==> config.mk <==
export PLATFORM = sky130hd
export DESIGN_NAME = utf8_stream_decoder
export DESIGN_NICKNAME = d
export VERILOG_FILES = /design/src/design/u8d_pkg.sv /design/src/design/utf8_stream_decoder.sv /design/src/design/u8d_front.sv /design/src/design/u8d_queue.sv /design/src/design/u8d_back.sv
export SDC_FILE = /design/constraint.sdc
export NUM_CORES = 1
export LEC_CHECK = 0
export BUFFER_PORTS_ARGS = -buffer_cell sky130_fd_sc_hd__buf_2
export CORE_MARGIN = 4
export CORE_UTILIZATION = 63
export CTS_CLUSTER_DIAMETER = 150
export DETAILED_ROUTE_END_ITERATION = 7
export GPL_TIMING_DRIVEN = 0
export PLACE_DENSITY_LB_ADDON = 0.12
export REMOVE_ABC_BUFFERS = 1
export SLEW_MARGIN = 15
export SYNTH_ARGS = -nofsm -noshare
export SYNTH_HDL_FRONTEND = slang
export SYNTH_HIERARCHICAL = 1
export SYNTH_SLANG_ARGS = --single-unit
==> constraint.sdc <==
create_clock -name clock -period 4.39 [get_ports clock]
set_input_delay 0.878 -clock clock [delete_from_list [all_inputs] [get_ports clock]]
set_output_delay 0.878 -clock clock [all_outputs]
set_load 0.1 [all_outputs]
==> src/design/u8d_pkg.sv <==
// Shared types, constants and byte classification helpers for the UTF-8 stream decoder.
`timescale 1ns / 1ps

package u8d_pkg;

   // Result status codes.
   localparam logic [1:0] STATUS_OK  = 2'd0;
   localparam logic [1:0] STATUS_ERR = 2'd1;
   localparam logic [1:0] STATUS_END = 2'd2;

   // Largest Unicode scalar value.
   localparam logic [30:0] MAX_CODE_POINT = 31'h10FFFF;

   // Queue between the front and the back; the depth must be a power of two.
   localparam int QUEUE_DEPTH = 4;
   localparam int QUEUE_PTR_W = $clog2(QUEUE_DEPTH);
   localparam int QUEUE_CNT_W = QUEUE_PTR_W + 1;

   // One input beat.
   typedef struct packed {
      logic [7:0] data_byte;
      logic       stream_end;
   } req_type;

   // One result beat.
   typedef struct packed {
      logic [20:0] code_point;
      logic [1:0]  status;
   } rsp_type;

   // A classified input byte, as the front hands it to the back.
   typedef struct packed {
      logic       stream_end;
      logic       ascii;
      logic       bad_lead;
      logic [2:0] lead_len;
      logic [6:0] lead_bits;
      logic       cont_ok;
      logic [5:0] cont_bits;
   } class_type;

   // Number of continuation bytes that a lead byte of 0xC2 or above announces.
   function automatic logic [2:0] lead_length(input logic [7:0] c);
      logic [2:0] len;
      if (c < 8'hE0) begin
         len = 3'd1;
      end else if (c < 8'hF0) begin
         len = 3'd2;
      end else if (c < 8'hF8) begin
         len = 3'd3;
      end else if (c < 8'hFC) begin
         len = 3'd4;
      end else begin
         len = 3'd5;
      end
      return len;
   endfunction

   // Payload mask of a lead byte, by its continuation count.
   function automatic logic [7:0] lead_mask(input logic [2:0] len);
      logic [7:0] mask;
      case (len)
         3'd1:    mask = 8'h1F;
         3'd2:    mask = 8'h0F;
         3'd3:    mask = 8'h07;
         3'd4:    mask = 8'h03;
         default: mask = 8'h01;
      endcase
      return mask;
   endfunction

endpackage

==> src/design/utf8_stream_decoder.sv <==
// Each accepted byte is registered in the queue, then decoded in the back end into the result register.
// Throughput: one byte or end mark per cycle while the result register is free or being drained.
// A four-entry queue lets the input keep flowing while a result waits on the output.
// Reset (synchronous, active high) empties the queue, drops any pending result and
// returns the decoder to a character boundary with a cleared accumulator.
`timescale 1ns / 1ps

module utf8_stream_decoder
   import u8d_pkg::*;
(
   input  logic    clock,
   input  logic    reset,
   input  logic    req_valid,
   output logic    req_ready,
   input  req_type req_data,
   output logic    rsp_valid,
   input  logic    rsp_ready,
   output rsp_type rsp_data
);

   logic      push_valid, push_ready;
   class_type push_data;
   logic      pop_valid, pop_ready;
   class_type pop_data;

   u8d_front u_front (
      .req_valid  (req_valid),
      .req_ready  (req_ready),
      .req_data   (req_data),
      .push_valid (push_valid),
      .push_ready (push_ready),
      .push_data  (push_data)
   );

   u8d_queue u_queue (
      .clock      (clock),
      .reset      (reset),
      .push_valid (push_valid),
      .push_ready (push_ready),
      .push_data  (push_data),
      .pop_valid  (pop_valid),
      .pop_ready  (pop_ready),
      .pop_data   (pop_data)
   );

   u8d_back u_back (
      .clock     (clock),
      .reset     (reset),
      .pop_valid (pop_valid),
      .pop_ready (pop_ready),
      .pop_data  (pop_data),
      .rsp_valid (rsp_valid),
      .rsp_ready (rsp_ready),
      .rsp_data  (rsp_data)
   );

endmodule

==> src/design/u8d_front.sv <==
// Front end: accepts input beats and classifies each byte for the back end.
`timescale 1ns / 1ps

module u8d_front
   import u8d_pkg::*;
(
   input  logic      req_valid,
   output logic      req_ready,
   input  req_type   req_data,
   output logic      push_valid,
   input  logic      push_ready,
   output class_type push_data
);

   logic [2:0] len;
   logic [7:0] masked;

   // Handshake passes straight through to the queue.
   assign push_valid = req_valid;
   assign req_ready  = push_ready;

   // Every possible role of the byte is worked out here; the back picks one by its state.
   always_comb begin
      len    = lead_length(req_data.data_byte);
      masked = req_data.data_byte & lead_mask(len);

      push_data.stream_end = req_data.stream_end;
      push_data.ascii      = ~req_data.data_byte[7];
      push_data.bad_lead   = req_data.data_byte[7] && (req_data.data_byte < 8'hC2);
      push_data.lead_len   = len;
      push_data.lead_bits  = req_data.data_byte[7] ? masked[6:0] : req_data.data_byte[6:0];
      push_data.cont_ok    = (req_data.data_byte[7:6] == 2'b10);
      push_data.cont_bits  = req_data.data_byte[5:0];
   end

endmodule

==> src/design/u8d_queue.sv <==
// Short queue of classified bytes between the front end and the back end.
`timescale 1ns / 1ps

module u8d_queue
   import u8d_pkg::*;
(
   input  logic      clock,
   input  logic      reset,
   input  logic      push_valid,
   output logic      push_ready,
   input  class_type push_data,
   output logic      pop_valid,
   input  logic      pop_ready,
   output class_type pop_data
);

   class_type              entry_ff [QUEUE_DEPTH];
   logic [QUEUE_PTR_W-1:0] wr_ptr_ff, wr_ptr_in;
   logic [QUEUE_PTR_W-1:0] rd_ptr_ff, rd_ptr_in;
   logic [QUEUE_CNT_W-1:0] count_ff, count_in;
   logic                   push, pop;

   assign push_ready = (count_ff != QUEUE_CNT_W'(QUEUE_DEPTH));
   assign pop_valid  = (count_ff != '0);
   assign pop_data   = entry_ff[rd_ptr_ff];
   assign push       = push_valid && push_ready;
   assign pop        = pop_valid && pop_ready;

   // Pointers wrap on their own since the depth is a power of two.
   always_comb begin
      wr_ptr_in = push ? wr_ptr_ff + 1'b1 : wr_ptr_ff;
      rd_ptr_in = pop ? rd_ptr_ff + 1'b1 : rd_ptr_ff;
      count_in  = count_ff;
      if (push && !pop) begin
         count_in = count_ff + 1'b1;
      end else if (pop && !push) begin
         count_in = count_ff - 1'b1;
      end
   end

   always_ff @(posedge clock) begin
      if (reset) begin
         wr_ptr_ff <= '0;
         rd_ptr_ff <= '0;
         count_ff  <= '0;
      end else begin
         wr_ptr_ff <= wr_ptr_in;
         rd_ptr_ff <= rd_ptr_in;
         count_ff  <= count_in;
      end
   end

   // Storage needs no reset.
   always_ff @(posedge clock) begin
      if (push) begin
         entry_ff[wr_ptr_ff] <= push_data;
      end
   end

endmodule

==> src/design/u8d_back.sv <==
// Back end: sequence state, character assembly, validation and the result register.
`timescale 1ns / 1ps

module u8d_back
   import u8d_pkg::*;
(
   input  logic      clock,
   input  logic      reset,
   input  logic      pop_valid,
   output logic      pop_ready,
   input  class_type pop_data,
   output logic      rsp_valid,
   input  logic      rsp_ready,
   output rsp_type   rsp_data
);

   logic [2:0]  remaining_ff, remaining_in;
   logic [30:0] acc_ff, acc_in;
   logic        bad_ff, bad_in;
   logic        rsp_valid_ff, rsp_valid_in;
   rsp_type     rsp_data_ff, rsp_data_in;
   logic        take;
   logic        emit;
   rsp_type     result;
   logic [30:0] acc_next;
   logic        bad_next;
   logic [2:0]  remaining_next;

   // A beat is taken whenever the result register is free or being drained.
   assign pop_ready = !rsp_valid_ff || rsp_ready;
   assign take      = pop_valid && pop_ready;
   assign rsp_valid = rsp_valid_ff;
   assign rsp_data  = rsp_data_ff;

   // Decode one classified byte against the current sequence state.
   always_comb begin
      remaining_in      = remaining_ff;
      acc_in            = acc_ff;
      bad_in            = bad_ff;
      emit              = 1'b0;
      result.code_point = '0;
      result.status     = STATUS_OK;
      acc_next          = {acc_ff[24:0], pop_data.cont_bits};
      bad_next          = bad_ff || !pop_data.cont_ok;
      remaining_next    = remaining_ff - 1'b1;

      if (pop_data.stream_end) begin
         emit = 1'b1;
         if (remaining_ff == '0) begin
            result.status = STATUS_END;
         end else begin
            result.status = STATUS_ERR;
            remaining_in  = '0;
            acc_in        = '0;
            bad_in        = 1'b0;
         end
      end else if (remaining_ff == '0) begin
         if (pop_data.ascii) begin
            emit              = 1'b1;
            result.code_point = {14'd0, pop_data.lead_bits};
         end else if (pop_data.bad_lead) begin
            emit          = 1'b1;
            result.status = STATUS_ERR;
         end else begin
            acc_in       = {24'd0, pop_data.lead_bits};
            remaining_in = pop_data.lead_len;
            bad_in       = 1'b0;
         end
      end else begin
         remaining_in = remaining_next;
         acc_in       = acc_next;
         bad_in       = bad_next;
         // Last continuation byte: check and report the character.
         if (remaining_next == '0) begin
            emit   = 1'b1;
            acc_in = '0;
            bad_in = 1'b0;
            if (bad_next || acc_next > MAX_CODE_POINT) begin
               result.status = STATUS_ERR;
            end else begin
               result.code_point = acc_next[20:0];
            end
         end
      end
   end

   // Result register.
   always_comb begin
      rsp_valid_in = rsp_valid_ff && !rsp_ready;
      rsp_data_in  = rsp_data_ff;
      if (take && emit) begin
         rsp_valid_in = 1'b1;
         rsp_data_in  = result;
      end
   end

   always_ff @(posedge clock) begin
      if (reset) begin
         remaining_ff <= '0;
         acc_ff       <= '0;
         bad_ff       <= 1'b0;
         rsp_valid_ff <= 1'b0;
      end else begin
         if (take) begin
            remaining_ff <= remaining_in;
            acc_ff       <= acc_in;
            bad_ff       <= bad_in;
         end
         rsp_valid_ff <= rsp_valid_in;
      end
   end

   always_ff @(posedge clock) begin
      rsp_data_ff <= rsp_data_in;
   end

endmodule

# Word level (Yosys, flattened, before mapping)
# Memories as Yosys holds them, arrays and structs flattened. A register that Yosys moved wholly into a read port is not among the register bits.
# Index checks and enable logic that the tools add are counted.
[word_totals] ram_bits=80 wordCells=96 reg_bits=60 mem_count=1 inputBits=13 out_inout_bits=25
[mem_list] name="u_queue.entry_ff" words=4 width=20 rd=1 rd_ports_with_merged_regs=1 wr=1 line="u8d_queue.sv:17" text="class_type entry_ff [QUEUE_DEPTH];"
[classes] muxes=44 magnitude_cmp=6 eq_ne=9 addsub=5 bitwise_logic=2 reduce_logical=20
[ops] operator="two-way mux 25 bit" n=6
[ops] operator="two-way mux 23 bit" n=2
[ops] operator="less-than comparator 8 bit, second input constant" n=5
[ops] operator="> comparator 31 x 21 -> 1 bit, second input constant" n=1
[ops] operator="two-way mux 3 bit" n=10
[ops] operator="two-way mux 21 bit" n=1
[ops] operator="one-hot mux 5 bit (4 select lines)" n=1
[ops] operator="two-way mux 1 bit" n=17
[ops] operator="two-way mux 7 bit" n=2
[ops] operator="two-way mux 2 bit" n=5
[ops] operator="AND 7 x 5 -> 7 bit" n=1
[ops] operator="logical AND 1 bit" n=7
[ops] operator="== test 3 x 2 -> 1 bit, second input constant" n=2
[ops] operator="logical NOT 3 bit" n=2
[ops] operator="!= test 2 bit, second input constant" n=3
[ops] operator="subtractor 3 x 1 -> 3 bit, second input constant" n=2
[ops] operator="logical NOT 1 bit" n=5
[ops] operator="adder 2 x 1 -> 2 bit, second input constant" n=2
[ops] operator="AND reduction 4 bit" n=1
[ops] operator="adder 3 x 1 -> 3 bit, second input constant" n=1
[ops] operator="== test 3 x 1 -> 1 bit, second input constant" n=1
[ops] operator="== test 3 bit, second input constant" n=1
[ops] operator="logical OR 1 bit" n=3
[ops] operator="!= test 3 bit, second input constant" n=1
[ops] operator="4 further kinds" n=4

# Depth between registers and ports, before layout
[logic_depth] ltp_word=9 depth_mapped=8 ltp_nobuf=8

# Modules after synthesis
# Netlist, hierarchy kept.
[by_module_without_submodules] mod="u8d_queue" seq_area_each_um2=2582.5 area_each_um2=3370.7 n_inst=1 cells_per_inst=152
[by_module_without_submodules] mod="u8d_back" seq_area_each_um2=1291.2 area_each_um2=2326.0 n_inst=1 cells_per_inst=212
[by_module_without_submodules] mod="u8d_front" seq_area_each_um2=0.0 area_each_um2=191.4 n_inst=1 cells_per_inst=28

# Worst setup path after synthesis
# No wires, ideal clock.
[synth_timing] path_kind="register to register" start="reg u_back.remaining_ff[0]" end="reg u_back.rsp_data_ff, in the netlist u_back/rsp_data[0] (enable)" t_arrival_ns=2.300 stages_incl_launch_ff=8 path_slack_ns=1.687 required_ns=3.987 n_path_buf=1 period_less_slack_ns=2.703 setup_time_ns=0.403 cell_sequence="dfxtp_1 inv_1 ha_1 buf_2 or3b_1 a21oi_1 nor2_1 nor2_1"
[synth_via] elab_chain_cells=6 elab_cells_between_ends=7 classes_between="1 x add/sub; 3 x mux; 3 x reduce/logical"
[synth_lines] item="from (decl)" line="u8d_back.sv:17" text="logic [2:0] remaining_ff, remaining_in;"
[synth_lines] item="from (signal assigned)" line="u8d_back.sv:105" text="remaining_ff <= remaining_in;"
[synth_lines] item="subtractor 3 x 1 -> 3 bit" line="u8d_back.sv:45" text="remaining_next = remaining_ff - 1'b1;"
[synth_lines] item="logical NOT 3 bit" line="u8d_back.sv:74" text="if (remaining_next == '0) begin"
[synth_lines] item="two-way mux 1 bit" line="u8d_back.sv:74"
[synth_lines] item="two-way mux 1 bit (*)" line="u8d_back.sv:57" text="end else if (remaining_ff == '0) begin"
[synth_lines] item="two-way mux 1 bit (*)" line="u8d_back.sv:47" text="if (pop_data.stream_end) begin"
[synth_lines] item="logical AND 1 bit (*)" line="u8d_back.sv:91" text="if (take && emit) begin"
[synth_lines] item="to (signal assigned)" line="u8d_back.sv:114" text="rsp_data_ff <= rsp_data_in;"
[synth_lines] item="to (decl)" line="u8d_back.sv:21" text="rsp_type rsp_data_ff, rsp_data_in;"
# Every way passes the cells marked *; elsewhere a longest branch is shown, timed or not.
# A chain may end at the register's enable or synchronous reset.

==> results.toml <==
[global_route]
busiest_layer = "met2"
grt_pass1_wl_um = 17200
met3_usage_pct = 5.13
grtUsageMet2_pct = 33.2
met1_usage_pct = 26.7
grt-ovfl-total = 0
grt_pass1_vias = 3278
grt_usage_pct = 20.5
grt_max_degree = 38
antenna_found_initial = 0

[sta]
fmax_mhz = 304
finClkSkew_ns = 0.00831
drv_slew = 0
setup_viol = 0
layout_min_cycle_time_ns = 3.29
slew_headroom_pct = 28.6
grt_setup_unrepaired = "false"
fin_crit_sh_pct = 74.9
hold_violations = 0
max_slew.worst_pin.slew_ns = 1.07
timing.hold.ws_ns = 0.457

[routing]
vias = 3271
via_per_inst = 6.07
wl_per_cell_um = 19.5
drt_iter0_markers = 176
ant_nets = 0
first_pass_iters = 4
drc_errors = 0
wirelength_um = 10500

[yosys]
synth_cell_type_count = 55
ys_seq_area_share_pct = 65.8
synth-edff-count = 103
synth-seq-cells = 142
syn_avg_cell_area_sq_um = 15.0
synthTopCellsByArea = "edfxtp_1, dfxtp_1, mux4_2"
yosysWarnings = 6
syn-cell-area_sq_um = 5890
synth-async-reset-ratio_pct = 0
yosys.area.top_type_share_pct = 52.5
postSynthCellCount = 392
ys.flop_type = "edfxtp_1"
yosysMostFrequentCell = "edfxtp_1"
synth_area_leader_cell = "edfxtp_1"
netlist_top_cells_count = "edfxtp_1, dfxtp_1, nor2_1"

[cells_and_area]
num-fill-cells = 556
nNetsFinal = 437
final_cell_count_no_fill = 539
drive_gt1_share_pct = 24.3
final_util_pct = 72.7
area_delta_synth_final_pct = 13.1
n_antenna_cell = 0

[worst_setup_path]
required_ns = 4.77
r2r_end = "u_back/rsp_data[4]"
end_kind = "flip-flop"
arrival_ns = 3.67
crit_fanout = 21
rr_worst_depth = 5
r2r_setup_slack_ns = 1.10
critPathLaunchType = "flip-flop"
path_class = "reg -> reg"

[hold_path]
hp-start = "u_back/remaining_ff[1]"
min_to = "u_back/remaining_ff[1]"
hold_depth = 2
hold_path_class = "reg -> reg"

[floorplanning]
placementRows = 35
io_pins = 38
dieHeight_um = 105
core_area_sq_um = 9150
die_x_um = 105
dieArea_sq_um = 11000
start_util_pct = 64.3

[power]
power.density_nw_per_um2 = 777
max-vdd-ir-drop_mv = 0.571
power_uw = 5180
p_leak_uw = 0.00235

[cts]
cts_tree = "yes"
cts_made_buffers = 17
max-clock-path-buffers = 2
cts.sinks = 142
insertion_delay_ns = 0.52
clk_pin_slew_ns = 0.06
postCtsHoldBufs = 0
cts_resized = 0
root_buffer = "clkbuf_8"
h-tree-depth = 4
post_cts_buffers = 0

[placed_design]
dpl.hpwl_um = 6380
place_congestion = 0.758
dp_cells = 507
port_buffers = 37

[run]
maxCapViolCount = 0

[outcome]
status = "finished, final reports clean"
==> where the power goes <==
part	internal (uW)	switching (uW)
combinational	439	1400
sequential	1720	149
clock	940	530
total	3100	2080
==> worst max-delay path, stage by stage, from the launching register on <==
cell and delay [ns]:
dfxtp_1 1.02, mux4_2 0.43, nor4b_1 0.38, nand4_2 0.22, nor4b_4 0.85, a22o_1 0.25
==> logic make-up (layout without fill, tap and decap cells) <==
family,after synthesis,after routing,share of synthesized area [%]
buf+inv,43,79,4.06
compound gates,70,70,9.92
simple gates,99,99,9.03
mux,24,24,8.41
xor+xnor,5,5,0.744
fa+ha+maj,9,9,2.04
flops,142,142,65.8
==> final cells by class <==
cell class / instances / area, sq um / share of cell area [%]
clock inverters: 13 / 188 / 2.82
clock buffers: 19 / 432 / 6.48
repair buffers: 39 / 208 / 3.12
inverters: 8 / 30.0 / 0.451
multi-input cells: 207 / 1790 / 26.8
well taps: 111 / 139 / 2.09
flip-flops and latches: 142 / 3870 / 58.2
==> worst max-delay path by stage <==
stage / from / to / slack, ns
6_report: flip-flop / u_back/rsp_data[4] / 1.10
5_1_grt: flip-flop / u_back/acc_ff[0] / 0.87
4_1_cts: flip-flop / u_back/rsp_data[4] / 1.06
3_5_place_dp: flip-flop / u_back/acc_ff[0] / 1.15
3_3_place_gp: flip-flop / u_back/acc_ff[24] / -0.08
2_1_floorplan: flip-flop / u_back/bad_ff / 0.84
==> flip-flops by register name (all words and copies together), names as in the netlist, named ones only <==
signal and flops:
u_back/bad_ff 1, u_back/remaining_ff 3, u_queue/entry_ff 80, u_back/rsp_data 23, u_queue/wr_ptr_ff 2, u_back/rsp_valid 1, u_queue/count_ff 3, u_back/acc_ff 25
u_queue/rd_ptr_ff 2
==> per-stage QoR <==
stage               instance area [sq um]  setup TNS, ns  setup slack (ns)
floorplan                            5680              0             0.840
global placement                     6000          -1.16           -0.0782
detailed placement                   6040              0              1.15
CTS                                  6660              0              1.06
global route                         6660              0             0.867
finish                               6660              0              1.10
==> cell usage in the layout (no fill, tap or decap), types with 2 or more instances in the layout <==
cell and count:
inv_6 2, edfxtp_1 103, clkbuf_16 16, o2bb2ai_1 7
nand2b_1 5, nor3_1 3, mux4_2 20, clkinvlp_4 2
nor4_1 2, or4_1 2, a21oi_1 10, clkinv_4 3
o21ai_0 4, dfxtp_1 38, clkbuf_8 2, nor2_2 2
a22o_1 7, o32ai_1 2, nand3_1 2, xor2_1 4
inv_1 8, nor2_1 35, nor2b_1 5, a32oi_1 18
buf_2 37, and2_1 21, buf_6 2, o21a_1 3
ha_1 8, nand2_1 12, bufinv_16 4, mux2i_1 3
a2bb2oi_1 7
==> routing by layer <==
layer	up-vias	wire length, um
met4	0	165
li1	1544	-
met2	102	5270
met1	1611	4490
met5	-	0
met3	14	558
No activity file was read; power rests on OpenSTA's default activity.
